==> src/hdl/mrfp_pkg.sv <==
// ----------------------------------------------------------------------------
// mrfp_pkg
// Shared types and codes of the meter reply frame parser.
// ----------------------------------------------------------------------------
`default_nettype none

package mrfp_pkg;

	// frame bytes
	localparam logic [7:0] HEAD_BYTE = 8'h68;
	localparam logic [7:0] END_BYTE  = 8'h16;
	localparam logic [7:0] SCRAMBLE  = 8'h33;

	// configuration
	localparam int CFG_IDX_W = 2;
	localparam logic [CFG_IDX_W-1:0] CFG_ADDRESS = 2'd0;
	localparam logic [CFG_IDX_W-1:0] CFG_CONTROL = 2'd1;
	localparam logic [CFG_IDX_W-1:0] CFG_MAX_LEN = 2'd2;

	localparam logic [47:0] RST_ADDRESS = 48'h0;
	localparam logic [7:0]  RST_CONTROL = 8'h81;
	localparam logic [7:0]  RST_MAX_LEN = 8'h60;

	// parser phases
	localparam logic [2:0] PH_HUNT  = 3'd0;
	localparam logic [2:0] PH_ADDR  = 3'd1;
	localparam logic [2:0] PH_HEAD2 = 3'd2;
	localparam logic [2:0] PH_CTRL  = 3'd3;
	localparam logic [2:0] PH_LEN   = 3'd4;
	localparam logic [2:0] PH_DATA  = 3'd5;
	localparam logic [2:0] PH_CHECK = 3'd6;
	localparam logic [2:0] PH_END   = 3'd7;

	// result status codes
	localparam logic [3:0] ST_BUSY     = 4'd0;
	localparam logic [3:0] ST_OK       = 4'd1;
	localparam logic [3:0] ST_NO_START = 4'd2;
	localparam logic [3:0] ST_ADDRESS  = 4'd3;
	localparam logic [3:0] ST_HEAD2    = 4'd4;
	localparam logic [3:0] ST_CONTROL  = 4'd5;
	localparam logic [3:0] ST_LENGTH   = 4'd6;
	localparam logic [3:0] ST_CHECKSUM = 4'd7;
	localparam logic [3:0] ST_END      = 4'd8;

	typedef struct packed {
		logic [47:0] address;
		logic [7:0]  control;
		logic [7:0]  max_len;
	} cfg_t;

	typedef struct packed {
		logic [7:0] rx_byte;
		logic       restart;
	} item_t;

	typedef struct packed {
		logic [3:0]  status;
		logic        data_valid;
		logic [7:0]  data_index;
		logic [7:0]  data_value;
		logic [15:0] identifier;
		logic [7:0]  reply_len;
	} result_t;

	// pipeline handshake between stages
	typedef struct packed {
		logic valid;
		logic advance;
	} pipe_ctl_t;

endpackage

`default_nettype wire

==> src/hdl/mrfp_ifs.sv <==
// ----------------------------------------------------------------------------
// mrfp channel interfaces
// Byte request channel, result channel and register write channel.
// ----------------------------------------------------------------------------
`default_nettype none

interface mrfp_rx_if;
	logic       valid;
	logic       ready;
	logic [7:0] rx_byte;
	logic       restart;
	modport source (output valid, rx_byte, restart, input ready);
	modport sink   (input valid, rx_byte, restart, output ready);
endinterface

interface mrfp_res_if;
	logic        valid;
	logic        ready;
	logic [3:0]  status;
	logic        data_valid;
	logic [7:0]  data_index;
	logic [7:0]  data_value;
	logic [15:0] identifier;
	logic [7:0]  reply_len;
	modport source (output valid, status, data_valid, data_index, data_value,
		identifier, reply_len, input ready);
	modport sink   (input valid, status, data_valid, data_index, data_value,
		identifier, reply_len, output ready);
endinterface

interface mrfp_cfg_if;
	logic        valid;
	logic        ready;
	logic [1:0]  index;
	logic [47:0] data;
	modport source (output valid, index, data, input ready);
	modport sink   (input valid, index, data, output ready);
endinterface

`default_nettype wire

==> src/hdl/mrfp_cfg_regs.sv <==
// ----------------------------------------------------------------------------
// mrfp_cfg_regs
// Register file for address, reply control byte and length limit.
// ----------------------------------------------------------------------------
`default_nettype none

module mrfp_cfg_regs
	import mrfp_pkg::*;
(
	input  wire logic                 clk,
	input  wire logic                 arst_n,
	input  wire logic                 wr_valid,
	input  wire logic [CFG_IDX_W-1:0] wr_index,
	input  wire logic [47:0]          wr_data,
	output cfg_t                      cfg
);

	cfg_t cfg_q;

	always_ff @(posedge clk or negedge arst_n) begin
		if (!arst_n) begin
			cfg_q.address <= RST_ADDRESS;
			cfg_q.control <= RST_CONTROL;
			cfg_q.max_len <= RST_MAX_LEN;
		end else if (wr_valid) begin
			unique case (wr_index)
				CFG_ADDRESS: cfg_q.address <= wr_data;
				CFG_CONTROL: cfg_q.control <= wr_data[7:0];
				CFG_MAX_LEN: cfg_q.max_len <= wr_data[7:0];
				default: ; // unmapped index, dropped
			endcase
		end
	end

	assign cfg = cfg_q;

endmodule

`default_nettype wire

==> src/hdl/mrfp_in_stage.sv <==
// ----------------------------------------------------------------------------
// mrfp_in_stage
// Input register: captures one byte request and holds it until it moves on.
// ----------------------------------------------------------------------------
`default_nettype none

module mrfp_in_stage
	import mrfp_pkg::*;
(
	input  wire logic  clk,
	input  wire logic  arst_n,
	input  wire logic  in_valid,
	output logic       in_ready,
	input  wire item_t in_item,
	input  wire logic  advance,
	output pipe_ctl_t  ctl,
	output item_t      item_s1
);

	logic valid_s1;

	assign in_ready = !valid_s1 || advance;

	always_ff @(posedge clk or negedge arst_n) begin
		if (!arst_n) begin
			valid_s1 <= 1'b0;
		end else if (in_ready) begin
			valid_s1 <= in_valid;
		end
	end

	always_ff @(posedge clk) begin
		if (in_valid && in_ready) begin
			item_s1 <= in_item;
		end
	end

	assign ctl.valid   = valid_s1;
	assign ctl.advance = valid_s1 && advance;

endmodule

`default_nettype wire

==> src/hdl/mrfp_parse_core.sv <==
// ----------------------------------------------------------------------------
// mrfp_parse_core
// Frame state and the one-byte step: checks, checksum, descrambling.
// ----------------------------------------------------------------------------
`default_nettype none

module mrfp_parse_core
	import mrfp_pkg::*;
(
	input  wire logic      clk,
	input  wire logic      arst_n,
	input  wire pipe_ctl_t ctl,
	input  wire item_t     item_s1,
	input  wire cfg_t      cfg,
	output result_t        result
);

	logic [2:0]  phase_q, phase_d, phase_cur;
	logic [7:0]  count_q, count_d;
	logic [7:0]  sum_q, sum_d;
	logic [15:0] ident_q, ident_d;
	logic [7:0]  len_q, len_d;
	logic [7:0]  b;
	logic [7:0]  want;
	logic [7:0]  count_nx;
	logic [7:0]  descr;

	assign b         = item_s1.rx_byte;
	assign phase_cur = item_s1.restart ? PH_HUNT : phase_q;
	assign descr     = b - SCRAMBLE;
	assign count_nx  = count_q + 8'd1;

	// expected address byte; counter outside 1..6 acts as 1
	always_comb begin
		unique case (count_q)
			8'd2:    want = cfg.address[15:8];
			8'd3:    want = cfg.address[23:16];
			8'd4:    want = cfg.address[31:24];
			8'd5:    want = cfg.address[39:32];
			8'd6:    want = cfg.address[47:40];
			default: want = cfg.address[7:0];
		endcase
	end

	always_comb begin
		phase_d = phase_cur;
		count_d = count_q;
		sum_d   = sum_q;
		ident_d = ident_q;
		len_d   = len_q;
		result  = '0;
		result.status = ST_BUSY;

		unique case (phase_cur)
			PH_HUNT: begin
				if (b != HEAD_BYTE) begin
					result.status = ST_NO_START;
				end else begin
					sum_d   = b;
					ident_d = '0;
					count_d = 8'd6;
					phase_d = PH_ADDR;
				end
			end
			PH_ADDR: begin
				if (b != want) begin
					result.status = ST_ADDRESS;
				end else begin
					sum_d = sum_q + b;
					if (count_q >= 8'd2 && count_q <= 8'd6) begin
						count_d = count_q - 8'd1;
					end else begin
						count_d = 8'd0;
						phase_d = PH_HEAD2;
					end
				end
			end
			PH_HEAD2: begin
				if (b != HEAD_BYTE) begin
					result.status = ST_HEAD2;
				end else begin
					sum_d   = sum_q + b;
					phase_d = PH_CTRL;
				end
			end
			PH_CTRL: begin
				if (b != cfg.control) begin
					result.status = ST_CONTROL;
				end else begin
					sum_d   = sum_q + b;
					phase_d = PH_LEN;
				end
			end
			PH_LEN: begin
				if (b > cfg.max_len) begin
					result.status = ST_LENGTH;
				end else begin
					sum_d   = sum_q + b;
					len_d   = b;
					count_d = 8'd0;
					phase_d = (b == 8'd0) ? PH_CHECK : PH_DATA;
				end
			end
			PH_DATA: begin
				sum_d = sum_q + b;
				if (count_q == 8'd0) begin
					ident_d[7:0] = descr;
				end else if (count_q == 8'd1) begin
					ident_d[15:8] = descr;
				end else begin
					result.data_valid = 1'b1;
					result.data_index = count_q - 8'd2;
					result.data_value = descr;
				end
				count_d = count_nx;
				if (count_nx >= len_q) begin
					phase_d = PH_CHECK;
				end
			end
			PH_CHECK: begin
				if (b != sum_q) begin
					result.status = ST_CHECKSUM;
				end else begin
					phase_d = PH_END;
				end
			end
			PH_END: begin
				if (b != END_BYTE) begin
					result.status = ST_END;
				end else begin
					result.status     = ST_OK;
					result.identifier = ident_q;
					result.reply_len  = len_q;
				end
			end
			default: ;
		endcase

		if (result.status != ST_BUSY) begin
			phase_d = PH_HUNT;
		end
	end

	always_ff @(posedge clk or negedge arst_n) begin
		if (!arst_n) begin
			phase_q <= PH_HUNT;
			count_q <= '0;
			sum_q   <= '0;
			ident_q <= '0;
			len_q   <= '0;
		end else if (ctl.advance) begin
			phase_q <= phase_d;
			count_q <= count_d;
			sum_q   <= sum_d;
			ident_q <= ident_d;
			len_q   <= len_d;
		end
	end

endmodule

`default_nettype wire

==> src/hdl/mrfp_out_stage.sv <==
// ----------------------------------------------------------------------------
// mrfp_out_stage
// Result register: holds one result until the receiver takes it.
// ----------------------------------------------------------------------------
`default_nettype none

module mrfp_out_stage
	import mrfp_pkg::*;
(
	input  wire logic      clk,
	input  wire logic      arst_n,
	input  wire pipe_ctl_t ctl,
	input  wire result_t   result,
	output logic           advance,
	output logic           out_valid,
	input  wire logic      out_ready,
	output result_t        result_q
);

	logic valid_q;

	assign advance   = !valid_q || out_ready;
	assign out_valid = valid_q;

	always_ff @(posedge clk or negedge arst_n) begin
		if (!arst_n) begin
			valid_q <= 1'b0;
		end else if (advance) begin
			valid_q <= ctl.valid;
		end
	end

	always_ff @(posedge clk) begin
		if (ctl.advance) begin
			result_q <= result;
		end
	end

endmodule

`default_nettype wire

==> src/hdl/meter_reply_frame_parser.sv <==
// ----------------------------------------------------------------------------
// meter_reply_frame_parser
// Byte-wise checker of meter reply frames with payload descrambling.
//
// Channels:
//   rx  - one received byte per request (rx_byte) plus restart, which drops
//         any frame in progress before the byte is handled.
//   res - exactly one result per byte: status (0 busy, 1 frame ok, 2..8
//         error kinds), an optional payload byte with its index, and the
//         identifier and length field on a good end byte.
//   cfg - register writes: 0 meter address, 1 reply control, 2 max length.
//         Always ready; other indexes are dropped. Write only while idle.
// Timing: each byte passes the input register, then the result register.
//   One byte per cycle while res is not held off; the parse state loop
//   (phase, counter, checksum) closes between input and result registers.
// Reset: parser hunts for a start byte, sums and counters cleared, registers
//   at address 0, control 0x81, max length 0x60.
// Stall: while res is held off, the result register keeps its value and
//   the input register takes one more byte if it is empty, then rx.ready drops.
// ----------------------------------------------------------------------------
`default_nettype none

module meter_reply_frame_parser
	import mrfp_pkg::*;
(
	input  wire logic  clk,
	input  wire logic  arst_n,
	mrfp_rx_if.sink    rx,
	mrfp_res_if.source res,
	mrfp_cfg_if.sink   cfg
);

	cfg_t      cfg_vals;
	item_t     in_item;
	item_t     item_s1;
	pipe_ctl_t ctl;
	result_t   result;
	result_t   result_q;
	logic      advance;

	// config port never stalls
	assign cfg.ready = 1'b1;

	mrfp_cfg_regs u_cfg_regs (
		.clk      (clk),
		.arst_n   (arst_n),
		.wr_valid (cfg.valid),
		.wr_index (cfg.index),
		.wr_data  (cfg.data),
		.cfg      (cfg_vals)
	);

	assign in_item.rx_byte = rx.rx_byte;
	assign in_item.restart = rx.restart;

	// stage 1: byte request register
	mrfp_in_stage u_in_stage (
		.clk      (clk),
		.arst_n   (arst_n),
		.in_valid (rx.valid),
		.in_ready (rx.ready),
		.in_item  (in_item),
		.advance  (advance),
		.ctl      (ctl),
		.item_s1  (item_s1)
	);

	// frame state; updates only when the byte moves into the result register
	mrfp_parse_core u_parse_core (
		.clk     (clk),
		.arst_n  (arst_n),
		.ctl     (ctl),
		.item_s1 (item_s1),
		.cfg     (cfg_vals),
		.result  (result)
	);

	// stage 2: result register
	mrfp_out_stage u_out_stage (
		.clk       (clk),
		.arst_n    (arst_n),
		.ctl       (ctl),
		.result    (result),
		.advance   (advance),
		.out_valid (res.valid),
		.out_ready (res.ready),
		.result_q  (result_q)
	);

	assign res.status     = result_q.status;
	assign res.data_valid = result_q.data_valid;
	assign res.data_index = result_q.data_index;
	assign res.data_value = result_q.data_value;
	assign res.identifier = result_q.identifier;
	assign res.reply_len  = result_q.reply_len;

endmodule

`default_nettype wire

==> src/flat_wrapper.sv <==
// flat-port wrapper written by rule: the top's interface ports become plain ports
module meter_reply_frame_parser_flat import mrfp_pkg::*;
  (clk, arst_n, rx_valid, rx_rx_byte, rx_restart, rx_ready, res_valid, res_status, res_data_valid, res_data_index, res_data_value, res_identifier, res_reply_len, res_ready, cfg_valid, cfg_index, cfg_data, cfg_ready);
  mrfp_rx_if rx_i ();
  mrfp_res_if res_i ();
  mrfp_cfg_if cfg_i ();
  input  wire logic clk;
  input  wire logic arst_n;
  input wire logic [$bits(rx_i.valid)-1:0] rx_valid;
  input wire logic [$bits(rx_i.rx_byte)-1:0] rx_rx_byte;
  input wire logic [$bits(rx_i.restart)-1:0] rx_restart;
  output wire logic [$bits(rx_i.ready)-1:0] rx_ready;
  output wire logic [$bits(res_i.valid)-1:0] res_valid;
  output wire logic [$bits(res_i.status)-1:0] res_status;
  output wire logic [$bits(res_i.data_valid)-1:0] res_data_valid;
  output wire logic [$bits(res_i.data_index)-1:0] res_data_index;
  output wire logic [$bits(res_i.data_value)-1:0] res_data_value;
  output wire logic [$bits(res_i.identifier)-1:0] res_identifier;
  output wire logic [$bits(res_i.reply_len)-1:0] res_reply_len;
  input wire logic [$bits(res_i.ready)-1:0] res_ready;
  input wire logic [$bits(cfg_i.valid)-1:0] cfg_valid;
  input wire logic [$bits(cfg_i.index)-1:0] cfg_index;
  input wire logic [$bits(cfg_i.data)-1:0] cfg_data;
  output wire logic [$bits(cfg_i.ready)-1:0] cfg_ready;
  assign rx_i.valid = rx_valid;
  assign rx_i.rx_byte = rx_rx_byte;
  assign rx_i.restart = rx_restart;
  assign rx_ready = rx_i.ready;
  assign res_valid = res_i.valid;
  assign res_status = res_i.status;
  assign res_data_valid = res_i.data_valid;
  assign res_data_index = res_i.data_index;
  assign res_data_value = res_i.data_value;
  assign res_identifier = res_i.identifier;
  assign res_reply_len = res_i.reply_len;
  assign res_i.ready = res_ready;
  assign cfg_i.valid = cfg_valid;
  assign cfg_i.index = cfg_index;
  assign cfg_i.data = cfg_data;
  assign cfg_ready = cfg_i.ready;
  meter_reply_frame_parser u_core (.clk(clk), .arst_n(arst_n), .rx(rx_i), .res(res_i), .cfg(cfg_i));
endmodule
==> config.mk <==
export PLATFORM = sky130hd
export DESIGN_NAME = meter_reply_frame_parser_flat
export DESIGN_NICKNAME = d
export VERILOG_FILES = /design/src/hdl/mrfp_pkg.sv /design/src/hdl/mrfp_ifs.sv /design/src/hdl/mrfp_cfg_regs.sv /design/src/hdl/mrfp_in_stage.sv /design/src/hdl/mrfp_parse_core.sv /design/src/hdl/mrfp_out_stage.sv /design/src/hdl/meter_reply_frame_parser.sv /design/src/flat_wrapper.sv
export SDC_FILE = /design/constraint.sdc
export NUM_CORES = 1
export LEC_CHECK = 0
export ABC_AREA = 1
export BUFFER_PORTS_ARGS = -buffer_cell sky130_fd_sc_hd__buf_2
export CORE_ASPECT_RATIO = 1.1
export CORE_MARGIN = 2
export CORE_UTILIZATION = 58
export CTS_CLUSTER_DIAMETER = 50
export CTS_CLUSTER_SIZE = 30
export DETAILED_ROUTE_END_ITERATION = 8
export GPL_ROUTABILITY_DRIVEN = 0
export PLACE_DENSITY = 0.8
export SLEW_MARGIN = 20
export SYNTH_ARGS = -nofsm -noshare
export SYNTH_HDL_FRONTEND = slang
export SYNTH_SLANG_ARGS = --single-unit
==> constraint.sdc <==
create_clock -name clk -period 2.6 [get_ports clk]
set_input_delay 0.39 -clock clk [delete_from_list [all_inputs] [get_ports clk]]
set_output_delay 0.39 -clock clk [all_outputs]
set_load 0.03 [all_outputs]
==> load_flow_metrics.sql <==
INSERT INTO impl_metrics (metric_group, metric, value, unit) VALUES
('grt', 'via_count_of_the_first_global_routing_pass', '6574', ''),
('pwr', 'power.density_cell_area', '793', 'nW/um2'),
('synthesis', 'synth_seq_cells', '163', ''),
('clocking', 'cts-root-to-sink-buffers', '2', ''),
('timing', 'worst_hold_slack', '0.00655', 'ns'),
('detailed_routing', 'via_cell_ratio', '5.50', ''),
('timing', 'count_of_endpoints_failing_setup_in_the_final_report', '0', ''),
('setup_path', 'startpoint', 'u_core.u_parse_core.count_q[2]', ''),
('setup_path', 'worstSetupPathType', 'reg -> reg', ''),
('grt', 'grt_antenna_before_repair', '0', ''),
('detailed_routing', 'post_drt_wl_per_cell', '16.0', 'um'),
('setup_path', 'worstPathRequired', '2.92', 'ns'),
('setup_path', 'cp_max_fo', '5', ''),
('setup_path', 'crit-reg2reg-launch', 'u_core.u_parse_core.count_q[2]', ''),
('timing', 'max_slew_margin', '53.1', '%'),
('synthesis', 'syn-instance-count', '926', ''),
('clocking', 'clock-sinks', '163', ''),
('run_status', 'run_status', 'completed', ''),
('cells_and_area', 'finalNetCount', '1179', ''),
('setup_path', 'endpoint_kind', 'flop', ''),
('detailed_routing', 'wirelength', '20.5', 'mm'),
('cells_and_area', 'relative_area_change_from_synthesis_to_final_layout', '20.9', '%'),
('synthesis', 'synth_top_area_share', '30.4', '%'),
('grt', 'grt_remaining_overflow', '0', ''),
('clocking', 'clk_pin_slew_worst_paths', '0.07', 'ns'),
('clocking', 'cts-root-buf', 'clkbuf_16', ''),
('setup_path', 'arrival', '2.83', 'ns'),
('setup_path', 'worst-r2r-setup-slack', '0.09', 'ns'),
('timing', 'post-route-period-util', '96.4', '%'),
('floorplanning', 'die_w', '120', 'um'),
('grt', 'grt_start_max_net_pins', '57', ''),
('synthesis', 'synth.yosys.seq_area_share', '50.4', '%'),
('floorplanning', 'ios', '112', ''),
('min_path', 'min_path_type', 'in -> async', ''),
('timing', 'post-route-min-period', '2.51', 'ns'),
('cells_and_area', 'antenna_cells', '0', ''),
('synthesis', 'postSynthAreaPerCell', '9.34', 'um2'),
('timing', 'clock-skew-final', '0.00946', 'ns'),
('floorplanning', 'rows', '46', ''),
('synthesis', 'syn_area', '8650', 'um2'),
('synthesis', 'largest_cells_by_area_after_synthesis', 'dfrtp_1, edfxtp_1, nand2_1, mux2_2, ha_1', ''),
('timing', 'timing.setup.tns', '0', 'ns'),
('detailed_routing', 'pre_antenna_drt_iters', '5', ''),
('clocking', 'clock_insertion_delay_worst_skew', '0.44', 'ns'),
('floorplanning', 'fp.dieH', '132', 'um'),
('detailed_routing', 'first_iter_violations', '620', ''),
('grt', 'track_usage', '25.2', '%'),
('synthesis', 'synthDistinctLibCells', '50', ''),
('setup_path', 'worstSetupStartpointType', 'flop', ''),
('place', 'dpl.hpwl', '14.0', 'mm'),
('clocking', 'htree_num_levels', '4', ''),
('clocking', 'cts_tree', 'done', ''),
('cells_and_area', 'stdcell_area', '10500', 'um2'),
('floorplanning', 'fp.coreArea', '14500', 'um2'),
('flow_run', 'timing.max_cap.violations', '0', ''),
('floorplanning', 'die_area', '15900', 'um2'),
('synthesis', 'synth_top_cell_by_area', 'dfrtp_1', ''),
('floorplanning', 'floorplan.initialDensity', '59.6', '%'),
('timing', 'tightestPinTransition', '0.704', 'ns'),
('place', 'placed_cell_area', '9550', 'um2'),
('timing', 'timing.fmax', '399', 'MHz'),
('clocking', 'ctsHoldBuffers', '0', ''),
('timing', 'slew_viol_final', '0', ''),
('synthesis', 'synth_warn', '0', ''),
('cells_and_area', 'post_route_cells_drive_above_1_share', '30.4', '%'),
('detailed_routing', 'vias', '7062', ''),
('pwr', 'power.leakage', '4.93', 'nW'),
('detailed_routing', 'route.detailed.drc', '0', ''),
('synthesis', 'synth_nets', '1026', ''),
('clocking', 'cts-buffers-inserted', '17', ''),
('timing', 'hold_violations', '0', ''),
('place', 'io_buffer_count', '110', ''),
('grt', 'grt_first_pass_wirelength', '31.5', 'mm'),
('cells_and_area', 'nFillCells', '1045', ''),
('detailed_routing', 'drtAntennaViolNets', '0', ''),
('pwr', 'peak_ir_drop_on_the_vdd_network', '0.536', 'mV');
## routing by layer
metal | track usage [%] | wire length, um | vias to the layer above
met3 | 4.28 | 1250 | 58
met5 | 0 | 0 | -
met2 | 42.5 | 10400 | 295
li1 | - | - | 3336
met4 | 9.43 | 605 | 0
met1 | 32.7 | 8200 | 3373
## worst max-delay path: stages, from the launching register on
cell and delay [ns]:
dfrtp_2 0.45, buf_12 0.13, ha_1 0.16, nand4_1 0.12, nor2_2 0.18, nand2_2 0.08, xor2_2 0.16, ha_1 0.33
a21oi_1 0.21, o2111ai_2 0.17, a211oi_2 0.19, nand2_1 0.07, nand2_1 0.06, o21bai_1 0.07
## path summary, 6_finish.rpt
path                       depth (start not counted)                              to
setup reg to reg                                  13  u_core.u_parse_core.phase_q[1]
hold reg to reg                                    2  u_core.u_parse_core.ident_q[9]
hold / removal                                     1       u_core.u_cfg_regs.cfg[32]
setup / recovery                                  13  u_core.u_parse_core.phase_q[1]
max in group asynchronous                          2        u_core.u_cfg_regs.cfg[8]
min in group clk                                   1    u_core.u_in_stage.item_s1[8]
## layout by cell type (no fill, tap or decap), drive strengths merged, types with 4 or more instances in the layout
| master | count |
|---|---|
| a21oi | 24 |
| buf | 161 |
| clkbuf | 18 |
| clkinv | 5 |
| dfrtp | 105 |
| dfstp | 4 |
| edfxtp | 54 |
| ha | 35 |
| inv | 117 |
| mux2 | 40 |
| nand2 | 210 |
| nand3 | 57 |
| nand4 | 12 |
| nor2 | 109 |
| nor3 | 5 |
| o21ai | 82 |
| xnor2 | 11 |
| xor2 | 19 |
## repair_timing
item | in CTS | in global routing
gates cloned | 0 | 3
setup buffers | 0 | 20
gates resized for setup | 1 | 38
pin swaps | 1 | 19
endpoints found under the setup margin | 12 | 36
endpoints found under the hold margin | 0 | 0
## metrics by stage
stage	util, %	setup slack, ns	instances	total power, mW
after floorplan	-	0.267	926	5.04
after global placement	65.8	0.0948	1229	5.59
after detailed placement	65.8	0.0201	1229	5.65
after CTS	69.7	0.00464	1261	8.03
after global routing	72.1	-0.0926	1284	8.75
final	72.1	0.0944	1284	8.29
## cells by family (layout without fill, tap and decap cells)
| family | count (synthesis) | in the layout | synth area share [%] |
|---|---|---|---|
| AND/OR/NAND/NOR | 397 | 400 | 21.4 |
| flip-flops | 163 | 163 | 50.4 |
| buffers and inverters | 140 | 303 | 6.76 |
| AO/OA/AOI/OAI | 119 | 119 | 7.90 |
| multiplexers | 40 | 40 | 5.21 |
| adder cells (fa/ha/maj) | 36 | 36 | 5.30 |
| XOR/XNOR | 30 | 30 | 3.04 |
| other | 1 | 1 | 0.0434 |
## cell usage after synthesis, drive strengths merged
library cell and instances:
o21ai 82, dfrtp 105, a211oi 2, inv 109
a221oi 1, o21bai 3, nor4 2, or2 3
buf 15, a31oi 1, a32oi 1, conb 1
mux2 40, nor3 5, nand3b 1, dfstp 4
nor2 107, clkbuf 15, and3 1, o31ai 1
edfxtp 54, fa 1, nand3 56, xor2 19
nand4 12, o211ai 3, xnor2 11, a21oi 24
clkinv 1, nand2 210, o2111ai 1, ha 35
## area by class of cell
cell class                 instances  area, um2  area share [%]
sequential                       163       4360            41.7
multi-input combinational        626       3870            37.0
timing repair buffer             161       1000            9.58
clock buffer                      18        439            4.20
inverter                         110        420            4.02
tap                              192        240            2.30
clock inverter                    14        120            1.15
## flip-flops by register name, indices dropped and copies added, names as in the netlist
register / cells
u_core.u_out_stage.out_valid: 1
u_core.u_cfg_regs.cfg: 64
u_core.u_parse_core.sum_q: 8
u_core.u_parse_core.len_q: 8
u_core.u_parse_core.ident_q: 16
u_core.u_out_stage.result_q: 45
u_core.u_in_stage.valid_s1: 1
u_core.u_in_stage.item_s1: 9
u_core.u_parse_core.phase_q: 3
u_core.u_parse_core.count_q: 8
## power by group
part           switching, mW  leakage [nW]  internal [mW]  total, mW
sequential             0.251          1.86           3.05       3.30
combinational           1.56          2.79           1.06       2.62
clock                   1.09         0.274           1.28       2.37
No activity file was read; power rests on OpenSTA's default activity.
